[src/rtl/tps_pkg.sv]
// ----------------------------------------------------------------------------
// tps_pkg: shared types, constants and list builder for the plane split core
// Holds the vertex class codes, emit-list types, sequencer states and the
// function that turns three vertex classes into the ordered emit list.
// ----------------------------------------------------------------------------
`default_nettype none

package tps_pkg;

  localparam int COORD_W        = 32;
  localparam int DIFF_W         = COORD_W + 1;
  localparam int PROD_W         = COORD_W + DIFF_W;
  localparam int QUOT_W         = DIFF_W + 1;
  localparam int DIV_STEPS      = DIFF_W;
  localparam int DIV_CNT_W      = 6;
  localparam int TOL_W          = 31;
  localparam int IDX_W          = 16;
  localparam int CFG_IDX_W      = 3;
  localparam int MAX_EMIT       = 8;

  localparam longint unsigned LIST_DEPTH_DEF      = 65536;
  localparam int              COORD_FRAC_BITS_DEF = 16;

  localparam logic [CFG_IDX_W-1:0] REG_NORMAL_X  = 3'd0;
  localparam logic [CFG_IDX_W-1:0] REG_NORMAL_Y  = 3'd1;
  localparam logic [CFG_IDX_W-1:0] REG_NORMAL_Z  = 3'd2;
  localparam logic [CFG_IDX_W-1:0] REG_POINT_X   = 3'd3;
  localparam logic [CFG_IDX_W-1:0] REG_POINT_Y   = 3'd4;
  localparam logic [CFG_IDX_W-1:0] REG_POINT_Z   = 3'd5;
  localparam logic [CFG_IDX_W-1:0] REG_TOLERANCE = 3'd6;

  localparam logic SIDE_FRONT = 1'b0;
  localparam logic SIDE_BACK  = 1'b1;

  typedef enum logic [1:0] {
    CL_FRONT,
    CL_BEHIND,
    CL_ON
  } cls_t;

  typedef enum logic [2:0] {
    SRC_V0,
    SRC_V1,
    SRC_V2,
    SRC_I0,
    SRC_I1,
    SRC_I2
  } src_t;

  typedef struct packed {
    logic side;
    src_t src;
  } entry_t;

  typedef struct packed {
    logic [3:0]           count;
    entry_t [MAX_EMIT-1:0] ent;
  } plist_t;

  typedef enum logic [2:0] {
    S_IDLE,
    S_MUL,
    S_ACC,
    S_CLASS,
    S_DSETUP,
    S_DWAIT,
    S_EMIT
  } state_t;

  typedef struct packed {
    logic busy;
    logic done;
  } div_stat_t;

  function automatic plist_t push(input plist_t l, input logic side, input src_t src);
    plist_t r;
    r = l;
    if (r.count < 4'd8) begin
      r.ent[r.count[2:0]].side = side;
      r.ent[r.count[2:0]].src  = src;
      r.count = r.count + 4'd1;
    end
    return r;
  endfunction

  // Edge i runs from vertex i to vertex i+1 (wrapping), crossing point SRC_Ii.
  function automatic plist_t build_list(input cls_t c0, input cls_t c1, input cls_t c2);
    plist_t l;
    cls_t   cl [3];
    src_t   vsrc [3];
    src_t   isrc [3];
    int     nf;
    int     nb;
    int     j;
    l = '0;
    cl[0] = c0;
    cl[1] = c1;
    cl[2] = c2;
    vsrc[0] = SRC_V0;
    vsrc[1] = SRC_V1;
    vsrc[2] = SRC_V2;
    isrc[0] = SRC_I0;
    isrc[1] = SRC_I1;
    isrc[2] = SRC_I2;
    nf = 0;
    nb = 0;
    for (int i = 0; i < 3; i++) begin
      if (cl[i] == CL_FRONT) nf++;
      if (cl[i] == CL_BEHIND) nb++;
    end
    if (nb == 3) begin
      for (int i = 0; i < 3; i++) l = push(l, SIDE_BACK, vsrc[i]);
    end else if (nf == 3 || (nf == 0 && nb == 0)) begin
      for (int i = 0; i < 3; i++) l = push(l, SIDE_FRONT, vsrc[i]);
    end else begin
      for (int i = 0; i < 3; i++) begin
        j = (i == 2) ? 0 : i + 1;
        if (cl[j] == CL_FRONT) begin
          if (cl[i] == CL_BEHIND) begin
            l = push(l, SIDE_FRONT, isrc[i]);
            l = push(l, SIDE_FRONT, vsrc[j]);
            l = push(l, SIDE_BACK, isrc[i]);
          end else begin
            l = push(l, SIDE_FRONT, vsrc[j]);
          end
        end else if (cl[j] == CL_ON) begin
          l = push(l, SIDE_FRONT, vsrc[j]);
          if (cl[i] == CL_BEHIND) l = push(l, SIDE_BACK, vsrc[j]);
        end else begin
          if (cl[i] == CL_FRONT) begin
            l = push(l, SIDE_FRONT, isrc[i]);
            l = push(l, SIDE_BACK, isrc[i]);
          end else if (cl[i] == CL_ON) begin
            l = push(l, SIDE_BACK, vsrc[i]);
          end
          l = push(l, SIDE_BACK, vsrc[j]);
        end
      end
    end
    return l;
  endfunction

endpackage

`default_nettype wire

[src/rtl/tps_mul.sv]
// ----------------------------------------------------------------------------
// tps_mul: shared signed multiplier
// Multiplies a normal component by a vertex offset; product is registered.
// ----------------------------------------------------------------------------
`default_nettype none

module tps_mul (
  input  wire                                        clk,
  input  wire  logic signed [tps_pkg::COORD_W-1:0]   a,
  input  wire  logic signed [tps_pkg::DIFF_W-1:0]    b,
  output logic signed [tps_pkg::PROD_W-1:0]          prod
);

  always_ff @(posedge clk) begin
    prod <= tps_pkg::PROD_W'(a) * tps_pkg::PROD_W'(b);
  end

endmodule

`default_nettype wire

[config.mk]
export PLATFORM = sky130hd
export DESIGN_NAME = tps_mul
export DESIGN_NICKNAME = d
export VERILOG_FILES = /design/src/rtl/tps_pkg.sv /design/src/rtl/tps_mul.sv
export SDC_FILE = /design/constraint.sdc
export NUM_CORES = 2
export LEC_CHECK = 0
export BUFFER_PORTS_ARGS = -buffer_cell sky130_fd_sc_hd__buf_2
export CAP_MARGIN = 15
export CELL_PAD_IN_SITES_DETAIL_PLACEMENT = 1
export CELL_PAD_IN_SITES_GLOBAL_PLACEMENT = 2
export CORE_MARGIN = 3
export CORE_UTILIZATION = 39
export CTS_CLUSTER_DIAMETER = 30
export DETAILED_ROUTE_END_ITERATION = 6
export MAX_ROUTING_LAYER = met4
export PLACE_DENSITY = 0.8
export SYNTH_ARGS = -nofsm -noshare
export SYNTH_HDL_FRONTEND = slang
export SYNTH_SLANG_ARGS = --single-unit
[constraint.sdc]
create_clock -name clk -period 7.5 [get_ports clk]
set_input_delay 0.375 -clock clk [delete_from_list [all_inputs] [get_ports clk]]
set_output_delay 0.375 -clock clk [all_outputs]
set_load 0.1 [all_outputs]
==> impl_metrics.tcl <==
set metrics [dict create \
    dpl.hpwl_um 106000 \
    track_usage_pct 24.9 \
    path_clk_slew_ps 70 \
    drt_pass1_iterations 5 \
    numCtsBuffers 9 \
    critPathMaxStageDelay_ps 570 \
    initial_core_util_pct 39.4 \
    cp.buffers_inverters 7 \
    tritoncts "yes" \
    ys_warn_count 0 \
    syn_inst 4014 \
    cts_root_buffer "clkbuf_16" \
    synth-edff-count 0 \
    final_util_pct 46.0 \
    synthTopCellsByArea "fa_1 (58%), inv_1 (9.7%), and2_1 (8.7%)" \
    drv_cap 0 \
    drive_above_1_share_pct 15.7 \
    synth_top_family_by_area "adder cells" \
    path_class "input port to flip-flop" \
    min_from "b[0]" \
    grtUsageMet2_pct 44.3 \
    core-area_um2 97000 \
    grt_pass1_wl_um 188000 \
    maxSlewHeadroom_pct 66.7 \
    end_kind "flip-flop" \
    wl_um 118000 \
    ys_seq_elements 65 \
    largest-register "prod" \
    synthDistinctLibCells 55 \
    critical_path.startpoint "b[17]" \
    largest_reg_flops 65 \
    slowest_stage "fa_1" \
    fin_crit_ps 7330 \
    clockBufferDepth 2 \
    drtIter0Drc 1146 \
    drc 0 \
    yosys.area.top_type "fa_1" \
    num_rows 114 \
    yosys.area.top_type_share_pct 58.2 \
    synthTopCellsByCount "fa_1 (1112), inv_1 (989), nand2_1 (536), and2_1 (531), clkbuf_1 (210)" \
    critical_path_depth 27 \
    synth-xor-area-share_pct 1.69 \
    syn2layout_area_growth_pct 16.7 \
    die_w_um 319 \
    fin_nets 5793 \
    crit_family "adder cells" \
    fmax_mhz 136 \
    run_status "finished clean" \
    final.period_utilization_pct 97.8 \
    async_flop_share_pct 0 \
    h-tree-depth 3 \
    rsz0062_at_grt "yes" \
    port_buffers 130 \
    use_met3_pct 2.37 \
    syn-num-nets 5378 \
    vias 27700 \
    synthFlopType "dfxtp_1" \
    synth-simple-area-share_pct 15.4 \
    ios 131 \
    yosysMostFrequentCell "fa_1" \
    seq_area_frac_synth_pct 3.40 \
    fin_setup_tns_ps 0 \
    crit_required_ps 7800 \
    grt_max_degree 27 \
    met1_usage_pct 30.3 \
    muxShareOfSynthArea_pct 0 \
    tightestPinTransition_ps 496 \
    synthAdderAreaFrac_pct 64.3 \
    grt_most_used_layer "met2" \
    gr-total-overflow 0 \
    critical_path_arrival_ps 7630 \
    wl_per_cell_um 20.7 \
    hold_path.class "input port to flip-flop" \
    cp-endpoint "prod[50]" \
    gp_congestion 0.894 \
    syn_avg_cell_area_um2 9.53 \
    slew_violations 0 \
    reg_top3 "prod: 65 flops" \
    synth-compound-area-share_pct 3.47 \
    worstPathMaxFanout 7 \
    dieArea_um2 102000 \
    grt_antenna_before_repair 3 \
    die_h_um 319 \
    clock-sinks 65 \
    syn_area_um2 38200 \
    hold_violations 0 \
    grt_pass1_vias 32200 \
    hold_slack_ps 622 \
    setup_viol 0 \
    cpMostUsedCell "fa_1" \
    startpoint_type "input port" \
    ant_nets 0 \
    via_per_inst 4.85 \
]
through the flow:
| stage | setup slack [ps] | std cells | instance area [um^2] |
|---|---|---|---|
| floorplan | 47.6 | 4014 | 38300 |
| global placement | -797 | 5685 | 43800 |
| detailed placement | -817 | 5685 | 43800 |
| CTS | 2.08 | 5700 | 44200 |
| global route | -110 | 5712 | 44600 |
| finish | 165 | 5712 | 44600 |
placed cells by master (no fill, tap or decap), types with 42 or more instances in the layout:
master   instances
buf_12          42
ha_1           178
buf_2          101
a21oi_1         58
and2_1         529
xnor2_1         47
fa_1          1103
inv_1          984
nor2_1          46
nand2_1        534
buf_4          454
dfxtp_1         65
worst min-delay path by stage:
stage	cells past startpoint	slack [ps]	endpoint
after floorplan	1	500	prod[0]
after global placement	1	930	prod[0]
after detailed placement	1	930	prod[0]
after CTS	4	610	prod[0]
after global routing	4	650	prod[0]
final	4	620	prod[0]
worst min-delay path: stages:
cell and delay, ps:
buf_2 150, buf_4 150, buf_4 180, and2_1 140
cell families after synthesis:
logic type	Yosys count
flip-flops	65
AO/OA/AOI/OAI	202
adder cells (fa/ha/maj)	1298
buffers and inverters	1200
AND/OR/NAND/NOR	1175
XOR/XNOR	74
timing repair:
action,CTS,global route
hold buffers,0,0
setup buffers,0,9
gates resized for setup,30,79
endpoints found under the setup margin,13,20
pin swaps,2,32
metal layers:
metal	wire length, um	part of all wire, %
met2	62900	53
met4	3900	3.3
met1	47800	41
met3	3360	2.8
met5	0	0
final cells by class:
type,count,area [um^2]
Fill cell,11100,52400
Multi-Input combinational cell,2749,32800
Timing Repair Buffer,615,4920
Inverter,989,3720
Tap cell,1276,1600
Sequential cell,65,1300
Clock buffer,9,225
Clock inverter,6,60.1
Antenna cell,3,7.51
Power is left out: the tool's default activity adds up to more than one toggle a clock period on the data nets, which glitch-free logic cannot reach.
