`src/rtl/tps_pkg.sv`:
```
// ----------------------------------------------------------------------------
// tps_pkg: shared types, constants and list builder for the plane split core
// Holds the vertex class codes, emit-list types, sequencer states and the
// function that turns three vertex classes into the ordered emit list.
// ----------------------------------------------------------------------------
`default_nettype none

package tps_pkg;

  localparam int COORD_W        = 32;
  localparam int DIFF_W         = COORD_W + 1;
  localparam int PROD_W         = COORD_W + DIFF_W;
  localparam int QUOT_W         = DIFF_W + 1;
  localparam int DIV_STEPS      = DIFF_W;
  localparam int DIV_CNT_W      = 6;
  localparam int TOL_W          = 31;
  localparam int IDX_W          = 16;
  localparam int CFG_IDX_W      = 3;
  localparam int MAX_EMIT       = 8;

  localparam longint unsigned LIST_DEPTH_DEF      = 65536;
  localparam int              COORD_FRAC_BITS_DEF = 16;

  localparam logic [CFG_IDX_W-1:0] REG_NORMAL_X  = 3'd0;
  localparam logic [CFG_IDX_W-1:0] REG_NORMAL_Y  = 3'd1;
  localparam logic [CFG_IDX_W-1:0] REG_NORMAL_Z  = 3'd2;
  localparam logic [CFG_IDX_W-1:0] REG_POINT_X   = 3'd3;
  localparam logic [CFG_IDX_W-1:0] REG_POINT_Y   = 3'd4;
  localparam logic [CFG_IDX_W-1:0] REG_POINT_Z   = 3'd5;
  localparam logic [CFG_IDX_W-1:0] REG_TOLERANCE = 3'd6;

  localparam logic SIDE_FRONT = 1'b0;
  localparam logic SIDE_BACK  = 1'b1;

  typedef enum logic [1:0] {
    CL_FRONT,
    CL_BEHIND,
    CL_ON
  } cls_t;

  typedef enum logic [2:0] {
    SRC_V0,
    SRC_V1,
    SRC_V2,
    SRC_I0,
    SRC_I1,
    SRC_I2
  } src_t;

  typedef struct packed {
    logic side;
    src_t src;
  } entry_t;

  typedef struct packed {
    logic [3:0]           count;
    entry_t [MAX_EMIT-1:0] ent;
  } plist_t;

  typedef enum logic [2:0] {
    S_IDLE,
    S_MUL,
    S_ACC,
    S_CLASS,
    S_DSETUP,
    S_DWAIT,
    S_EMIT
  } state_t;

  typedef struct packed {
    logic busy;
    logic done;
  } div_stat_t;

  function automatic plist_t push(input plist_t l, input logic side, input src_t src);
    plist_t r;
    r = l;
    if (r.count < 4'd8) begin
      r.ent[r.count[2:0]].side = side;
      r.ent[r.count[2:0]].src  = src;
      r.count = r.count + 4'd1;
    end
    return r;
  endfunction

  // Edge i runs from vertex i to vertex i+1 (wrapping), crossing point SRC_Ii.
  function automatic plist_t build_list(input cls_t c0, input cls_t c1, input cls_t c2);
    plist_t l;
    cls_t   cl [3];
    src_t   vsrc [3];
    src_t   isrc [3];
    int     nf;
    int     nb;
    int     j;
    l = '0;
    cl[0] = c0;
    cl[1] = c1;
    cl[2] = c2;
    vsrc[0] = SRC_V0;
    vsrc[1] = SRC_V1;
    vsrc[2] = SRC_V2;
    isrc[0] = SRC_I0;
    isrc[1] = SRC_I1;
    isrc[2] = SRC_I2;
    nf = 0;
    nb = 0;
    for (int i = 0; i < 3; i++) begin
      if (cl[i] == CL_FRONT) nf++;
      if (cl[i] == CL_BEHIND) nb++;
    end
    if (nb == 3) begin
      for (int i = 0; i < 3; i++) l = push(l, SIDE_BACK, vsrc[i]);
    end else if (nf == 3 || (nf == 0 && nb == 0)) begin
      for (int i = 0; i < 3; i++) l = push(l, SIDE_FRONT, vsrc[i]);
    end else begin
      for (int i = 0; i < 3; i++) begin
        j = (i == 2) ? 0 : i + 1;
        if (cl[j] == CL_FRONT) begin
          if (cl[i] == CL_BEHIND) begin
            l = push(l, SIDE_FRONT, isrc[i]);
            l = push(l, SIDE_FRONT, vsrc[j]);
            l = push(l, SIDE_BACK, isrc[i]);
          end else begin
            l = push(l, SIDE_FRONT, vsrc[j]);
          end
        end else if (cl[j] == CL_ON) begin
          l = push(l, SIDE_FRONT, vsrc[j]);
          if (cl[i] == CL_BEHIND) l = push(l, SIDE_BACK, vsrc[j]);
        end else begin
          if (cl[i] == CL_FRONT) begin
            l = push(l, SIDE_FRONT, isrc[i]);
            l = push(l, SIDE_BACK, isrc[i]);
          end else if (cl[i] == CL_ON) begin
            l = push(l, SIDE_BACK, vsrc[i]);
          end
          l = push(l, SIDE_BACK, vsrc[j]);
        end
      end
    end
    return l;
  endfunction

endpackage

`default_nettype wire

```
`src/rtl/tps_div.sv`:
```
// ----------------------------------------------------------------------------
// tps_div: iterative multiply-divide unit
// Computes floor(a * b / den) one bit of b per cycle, keeping the remainder
// below den; requires a < den so each step yields a quotient digit of 0..2.
// ----------------------------------------------------------------------------
`default_nettype none

module tps_div #(
  parameter int D_W = 51
) (
  input  wire                                    clk,
  input  wire                                    rst,
  input  wire                                    start,
  input  wire  logic [D_W-1:0]                   a_mag,
  input  wire  logic [tps_pkg::DIFF_W-1:0]       b_mag,
  input  wire  logic [D_W:0]                     den,
  output tps_pkg::div_stat_t                     status,
  output logic [tps_pkg::QUOT_W-1:0]             quot
);

  localparam int R_W = D_W + 3;

  logic [R_W-1:0]                      rem;
  logic [tps_pkg::DIFF_W-1:0]          bsh;
  logic [tps_pkg::DIV_CNT_W-1:0]       cnt;
  logic                                busy;
  logic                                done;
  logic [R_W-1:0]                      t;
  logic [R_W-1:0]                      den1;
  logic [R_W-1:0]                      den2;

  always_comb begin
    den1 = R_W'(den);
    den2 = R_W'({den, 1'b0});
    t    = {rem[R_W-2:0], 1'b0} + (bsh[tps_pkg::DIFF_W-1] ? R_W'(a_mag) : '0);
  end

  always_ff @(posedge clk) begin
    if (rst) begin
      busy <= 1'b0;
      done <= 1'b0;
      cnt  <= '0;
    end else begin
      done <= 1'b0;
      if (start) begin
        busy <= 1'b1;
        cnt  <= tps_pkg::DIV_CNT_W'(tps_pkg::DIV_STEPS);
        rem  <= '0;
        quot <= '0;
        bsh  <= b_mag;
      end else if (busy) begin
        bsh <= {bsh[tps_pkg::DIFF_W-2:0], 1'b0};
        if (t >= den2) begin
          rem  <= t - den2;
          quot <= {quot[tps_pkg::QUOT_W-2:0], 1'b0} + tps_pkg::QUOT_W'(2);
        end else if (t >= den1) begin
          rem  <= t - den1;
          quot <= {quot[tps_pkg::QUOT_W-2:0], 1'b1};
        end else begin
          rem  <= t;
          quot <= {quot[tps_pkg::QUOT_W-2:0], 1'b0};
        end
        cnt <= cnt - tps_pkg::DIV_CNT_W'(1);
        if (cnt == tps_pkg::DIV_CNT_W'(1)) begin
          busy <= 1'b0;
          done <= 1'b1;
        end
      end
    end
  end

  assign status.busy = busy;
  assign status.done = done;

endmodule

`default_nettype wire

```
`config.mk`:
```
export PLATFORM = sky130hd
export DESIGN_NAME = tps_div
export DESIGN_NICKNAME = d
export VERILOG_FILES = /design/src/rtl/tps_pkg.sv /design/src/rtl/tps_div.sv
export SDC_FILE = /design/constraint.sdc
export NUM_CORES = 1
export LEC_CHECK = 0
export BUFFER_PORTS_ARGS = -buffer_cell sky130_fd_sc_hd__buf_2
export CAP_MARGIN = 0
export CORE_ASPECT_RATIO = 0.75
export CORE_MARGIN = 4
export CORE_UTILIZATION = 60
export DETAILED_ROUTE_END_ITERATION = 10
export GPL_TIMING_DRIVEN = 1
export PLACE_DENSITY = 0.81
export SLEW_MARGIN = 5
export SYNTH_ARGS = -nofsm -noshare
export SYNTH_HDL_FRONTEND = slang
export SYNTH_SLANG_ARGS = --single-unit
```
`constraint.sdc`:
```
create_clock -name clk -period 8.6 [get_ports clk]
set_input_delay 1.29 -clock clk [delete_from_list [all_inputs] [get_ports clk]]
set_output_delay 1.29 -clock clk [all_outputs]
set_load 0.02 [all_outputs]
```
==> flow_summary.toml, run 1 <==
[drt]
post_drt_wl_per_cell_um = 20.5
drtAntennaViolNets = 0
wirelength_um = 48500
viasPerCell = 6.47
drt_iter0_markers = 1945
vias = 15300
route.detailed.drc = 0
dr.pass1.iters = 6

[critical_path]
cp_max_fo = 28
critPathKind = "in2reg"
worstSetupEndpointType = "flip-flop"
start_kind = "input pin"
crit_arrival_ns = 8.06
crit_required_ns = 8.81

[sta]
slew_violations = 0
fin_worst_skew_ns = 0.0198
rsz0062_at_grt = "false"
post-route-period-util_pct = 91.3
fin_crit_ns = 7.85
finalHoldViolations = 0
relSlewSlack_pct = 30.4
setup_viol = 0
setup_tns_ns = 0
fmax_mhz = 127
worstMarginPinSlew_ns = 1.03
fin_hold_ws_ns = 0.515

[clock_tree]
ctsLongestPathBuffers = 2
cts_resized = 0
cts-root-buf = "clkbuf_16"
postCtsSetupRepairBufs = 0
cts.sinks = 128
htreeDepth = 4
hold_buffers = 0
cts_buffers = 17
cts_tree = "yes"
worstSkewPairLatency_ns = 0.45
clk_pin_slew_worst_paths_ns = 0.07

[global_routing]
grt_pass1_vias = 14300
grt_usage_pct = 32.3
grt_max_degree = 74
grt_antenna_before_repair = 3
grt_pass1_wl_um = 75700
grt_overflow_total = 0

[layout]
drive_above_1_share_pct = 14.5
final_net_count = 2315
syn_to_final_growth_pct = 10.5
n_antenna_cell = 0

[floorplanning]
die_h_um = 148
dieArea_mm2 = 0.0288
rows = 50
dieWidth_um = 195
start_util_pct = 61.8
ioPinCount = 175
core_mm2 = 0.0253

[yosys]
synth_cell_types = 92
synthCells = 1885
asyncSetResetFlopFracSynth_pct = 0
synth_edf_count = 120
ys_seq_area_share_pct = 24.0
ys.flop_type = "edfxtp_1"
syn_area_mm2 = 0.0157
syn_nets = 2184
syn_avg_cell_area_um2 = 8.31
ys.warnings.count = 0
ys_ff_latch = 128

[power]
p_comb_share_pct = 72.9
leakagePower_nw = 7.54
p_switching_mw = 3.17
sw_frac_of_total_pct = 51.4
power.share.clock_pct = 12.6
power_density_mw_per_mm2 = 357
power_frac_seq_pct = 14.6
p_int_mw = 3.00
ir_drop_mv = 0.200

[flow_run]
maxCapViolations = 0

[placed_design]
port_buffers = 174
dp_hpwl_um = 37600
place.gp.congestion = 0.998

[outcome]
status = "completed"

[hold_path]
min_path_type = "reg2reg"
==> layout make-up <==
class	count	area, um2
Clock buffer	17	425
Sequential cell	128	3760
Timing Repair Buffer	184	973
Tap cell	338	423
Fill cell	2128	8030
Clock inverter	15	178
Inverter	108	405
Multi-Input combinational cell	1577	11100
==> metrics by stage <==
step	power [mW]	cell area (um2)	std cells	setup slack (ns)	utilization, %
final	6.17	17300	2367	0.748	68.3
after global routing	6.58	17300	2367	0.527	68.3
after CTS	6.01	17300	2367	1.08	68.3
after detailed placement	5.20	16700	2335	0.675	65.9
after global placement	5.14	16700	2335	0.865	65.9
after floorplan	4.25	15700	1885	1.15	-
==> critical path, stage by stage <==
cell,delay (ns)
buf_2,0.09
and2_1,0.15
ha_1,0.22
inv_1,0.08
fa_1,0.22
nor2b_1,0.08
o31a_1,0.27
o211ai_1,0.33
nor3_1,0.17
o211ai_1,0.67
nand3_1,0.23
a31oi_1,0.36
o21ai_0,0.18
xnor2_1,0.43
ha_1,0.40
and4_1,0.28
and3_1,0.21
and3_1,0.20
a31oi_1,0.15
o21ai_1,0.11
o41a_2,0.48
nand2b_1,0.11
o211a_4,0.37
nand2_1,0.44
o32ai_1,0.53
==> cell usage in the layout (no fill, tap or decap), drive strengths merged, types with 70 or more instances in the layout <==
cell type  count
nand2        139
inv          120
nor2         142
xnor2        101
ha           157
a21o          70
o21ai        123
edfxtp       120
xor2          72
a21oi        188
buf          184
==> cells in the mapped netlist (64+ instances only) <==
| cell | instances | area [um2] |
|---|---|---|
| nand2_1 | 139 | 522 |
| xor2_1 | 72 | 631 |
| inv_1 | 108 | 405 |
| a21o_1 | 70 | 526 |
| edfxtp_1 | 120 | 3600 |
| a21oi_1 | 186 | 931 |
| nor2_1 | 141 | 529 |
| ha_1 | 157 | 1960 |
| xnor2_1 | 101 | 885 |
| and2_1 | 64 | 400 |
| o21ai_0 | 106 | 531 |
==> path summary, 6_finish.rpt <==
check / cells past startpoint / slack, ns / endpoint / startpoint
hold / removal: 2 / 0.52 / cnt[1] / cnt[1]
hold reg to reg: 2 / 0.52 / cnt[1] / cnt[1]
setup reg to reg: 22 / 0.78 / rem[2] / bsh[32]
setup / recovery: 25 / 0.75 / rem[2] / a_mag[1]
==> layer usage <==
metal	wire length, um	GRT usage (%)	share of wire (%)
met3	5340	9.02	11
met2	21000	49.2	43
met5	35	0	0.072
met4	1050	7.55	2.2
met1	21000	45.8	43
==> cell families (layout without fill, tap and decap cells) <==
family	count (synthesis)	count (layout)	share of synthesized area [%]
simple gates	586	586	19.4
compound gates	577	577	23.6
buf+inv	180	324	4.92
xor+xnor	173	173	9.67
fa+ha+maj	160	160	12.9
flops	128	128	24.0
mux	81	81	5.44
==> power by group through the flow <==
stage                     clock [mW]  combinational, mW  sequential [mW]
final                          0.777               4.50            0.899
after global routing           0.808               4.87            0.909
after CTS                      0.778               4.33            0.899
after detailed placement           0               4.29            0.911
after global placement             0               4.23            0.908
after floorplan                    0               3.34            0.911
==> flip-flops by register name (all words and copies together), names as in the netlist <==
signal / cells
busy: 1
bsh: 33
done: 1
quot: 34
cnt: 6
rem: 53
Power figures use the tool's default switching activity.
==> run 2, diff against run 1 <==
MAX_ROUTING_LAYER = met4   (was not set)
PLACE_DENSITY = not set   (was 0.81)
PLACE_DENSITY_LB_ADDON = 0.12   (was not set)
==> run 2 against run 1 <==
Against the previous run:
- clock-buffer cell count unchanged
- clock skew decreased by 0.0063 ns
- non-clock buffer count increased by 11
- combinational power about the same
- die area unchanged
- critical path depth unchanged
- sequential share of layout area decreased by 0.12 points
- highest routed layer is now met4
- worst setup slack got worse by 0.19 ns
- fmax decreased by 2.3%
- largest cell class unchanged
- total power increased by 0.39%
- critical endpoint is now rem[37]
- flip-flop and latch count unchanged
- cell count increased by 0.46%
==> flow_summary.toml, run 2 (same netlist as run 1, synthesis figures left out) <==
[outcome]
status = "completed"

[layout]
largest_register_ff_count = 53
final_cell_mix = "a21oi_1, buf_2, ha_1"
reg.largest.list = "rem: 53 flops, quot: 34 flops, bsh: 33 flops"
drive_above_1_share_pct = 15.0
final_net_count = 2326
layout_commonest_cell = "a21oi_1"
syn_to_final_growth_pct = 11.2
n_antenna_cell = 0
final_util_pct = 68.7
top_register = "rem"

[floorplanning]
dieArea_mm2 = 0.0288
die_h_um = 148
start_util_pct = 61.8
rows = 50
core_mm2 = 0.0253
ioPinCount = 175
dieWidth_um = 195

[clock_tree]
cts.sinks = 128
hold_buffers = 0
cts_resized = 0
ctsLongestPathBuffers = 2
worstSkewPairLatency_ns = 0.46
cts_tree = "yes"
postCtsSetupRepairBufs = 0
htreeDepth = 4
clk_pin_slew_worst_paths_ns = 0.07
cts-root-buf = "clkbuf_16"
cts_buffers = 17

[power]
leakagePower_nw = 7.60
power_density_mw_per_mm2 = 356
totalPowerFinal_mw = 6.20
ir_drop_mv = 0.214

[drt]
post_drt_wl_per_cell_um = 20.6
top_layer = "met4"
viasPerCell = 6.39
drtAntennaViolNets = 0
vias = 15200
drt-met1-wl_um = 22200
drt_iter0_markers = 1813
dr.pass1.iters = 5
route.detailed.drc = 0
wl_met2_um = 20900
wirelength_um = 48900
wl_met3_um = 4760

[critical_path]
cp_max_fo = 28
start_kind = "flip-flop"
worst-path-buf-inv = 2
critPathKind = "reg2reg"
worstSetupEndpointType = "flip-flop"
crit_required_ns = 8.80
critPathMaxStageDelay_ns = 0.91
crit_family = "compound AO/OA/AOI/OAI gates"
crit_path_top_delay_cell = "edfxtp_1"
crit_arrival_ns = 8.24
path_common_cell = "a21oi_1"

[sta]
setup_viol = 0
rsz0062_at_grt = "false"
worstMarginPinSlew_ns = 1.15
relSlewSlack_pct = 23.4
setup_tns_ns = 0
post-route-period-util_pct = 93.5
fin_hold_ws_ns = 0.513
fmax_mhz = 124
fin_crit_ns = 8.04
slew_violations = 0
fin_worst_skew_ns = 0.0134
finalHoldViolations = 0

[hold_path]
min_path_type = "reg2reg"

[global_routing]
grt_usage_pct = 33.7
grt_pass1_vias = 14100
grt_antenna_before_repair = 0
grt_pass1_wl_um = 76500
grt_overflow_total = 0
grt_max_degree = 82

[flow_run]
maxCapViolations = 0

[placed_design]
port_buffers = 174
place.gp.congestion = 1.03
dp_hpwl_um = 38100
## run 2: cell count changes in the layout (fill, tap and decap cells not counted), sizes merged
cell / delta
buf: +11
clkinv: +2
inv: -2
## run 2: worst register-to-register path: cells and delay by family, from the launching register on
family | cells | cell delay [ns]
compound gates | 15 | 3.63
xor+xnor | 1 | 0.35
fa+ha+maj | 2 | 0.68
buf+inv | 2 | 0.64
flops | 1 | 0.91
mux | 1 | 0.27
simple gates | 4 | 1.32
## run 2: stage by stage
step,cell area [um2],worst slack [ns],std cells
detailed placement,16800,0.722,2346
finish,17400,0.563,2378
global placement,16800,0.856,2346
floorplan,15700,1.15,1885
global route,17400,0.236,2378
CTS,17400,0.853,2378
## run 2: worst paths after layout
kind	startpoint	cells after the start	end	slack (ns)
setup reg to reg	bsh[32]	25	rem[37]	0.56
hold / removal	cnt[1]	2	cnt[1]	0.51
hold reg to reg	cnt[1]	2	cnt[1]	0.51
setup / recovery	bsh[32]	25	rem[37]	0.56
## run 2: layout make-up
class                           count  area, um2
Multi-Input combinational cell   1577      11100
Fill cell                        2119       7930
Sequential cell                   128       3760
Timing Repair Buffer              195       1070
Clock buffer                       17        425
Tap cell                          338        423
Inverter                          108        405
Clock inverter                     15        183
## run 2: layer usage
| metal | vias up | track usage [%] |
|---|---|---|
| met3 | 84 | 6.02 |
| met1 | 7120 | 48.5 |
| met5 | - | - |
| met4 | 0 | 8.78 |
| met2 | 731 | 49.4 |
| li1 | 7260 | - |
## run 2: power breakdown
| group | switching (mW) | internal [mW] | total [mW] |
|---|---|---|---|
| combinational | 2.74 | 1.76 | 4.51 |
| clock | 0.364 | 0.419 | 0.783 |
| sequential | 0.0610 | 0.848 | 0.909 |
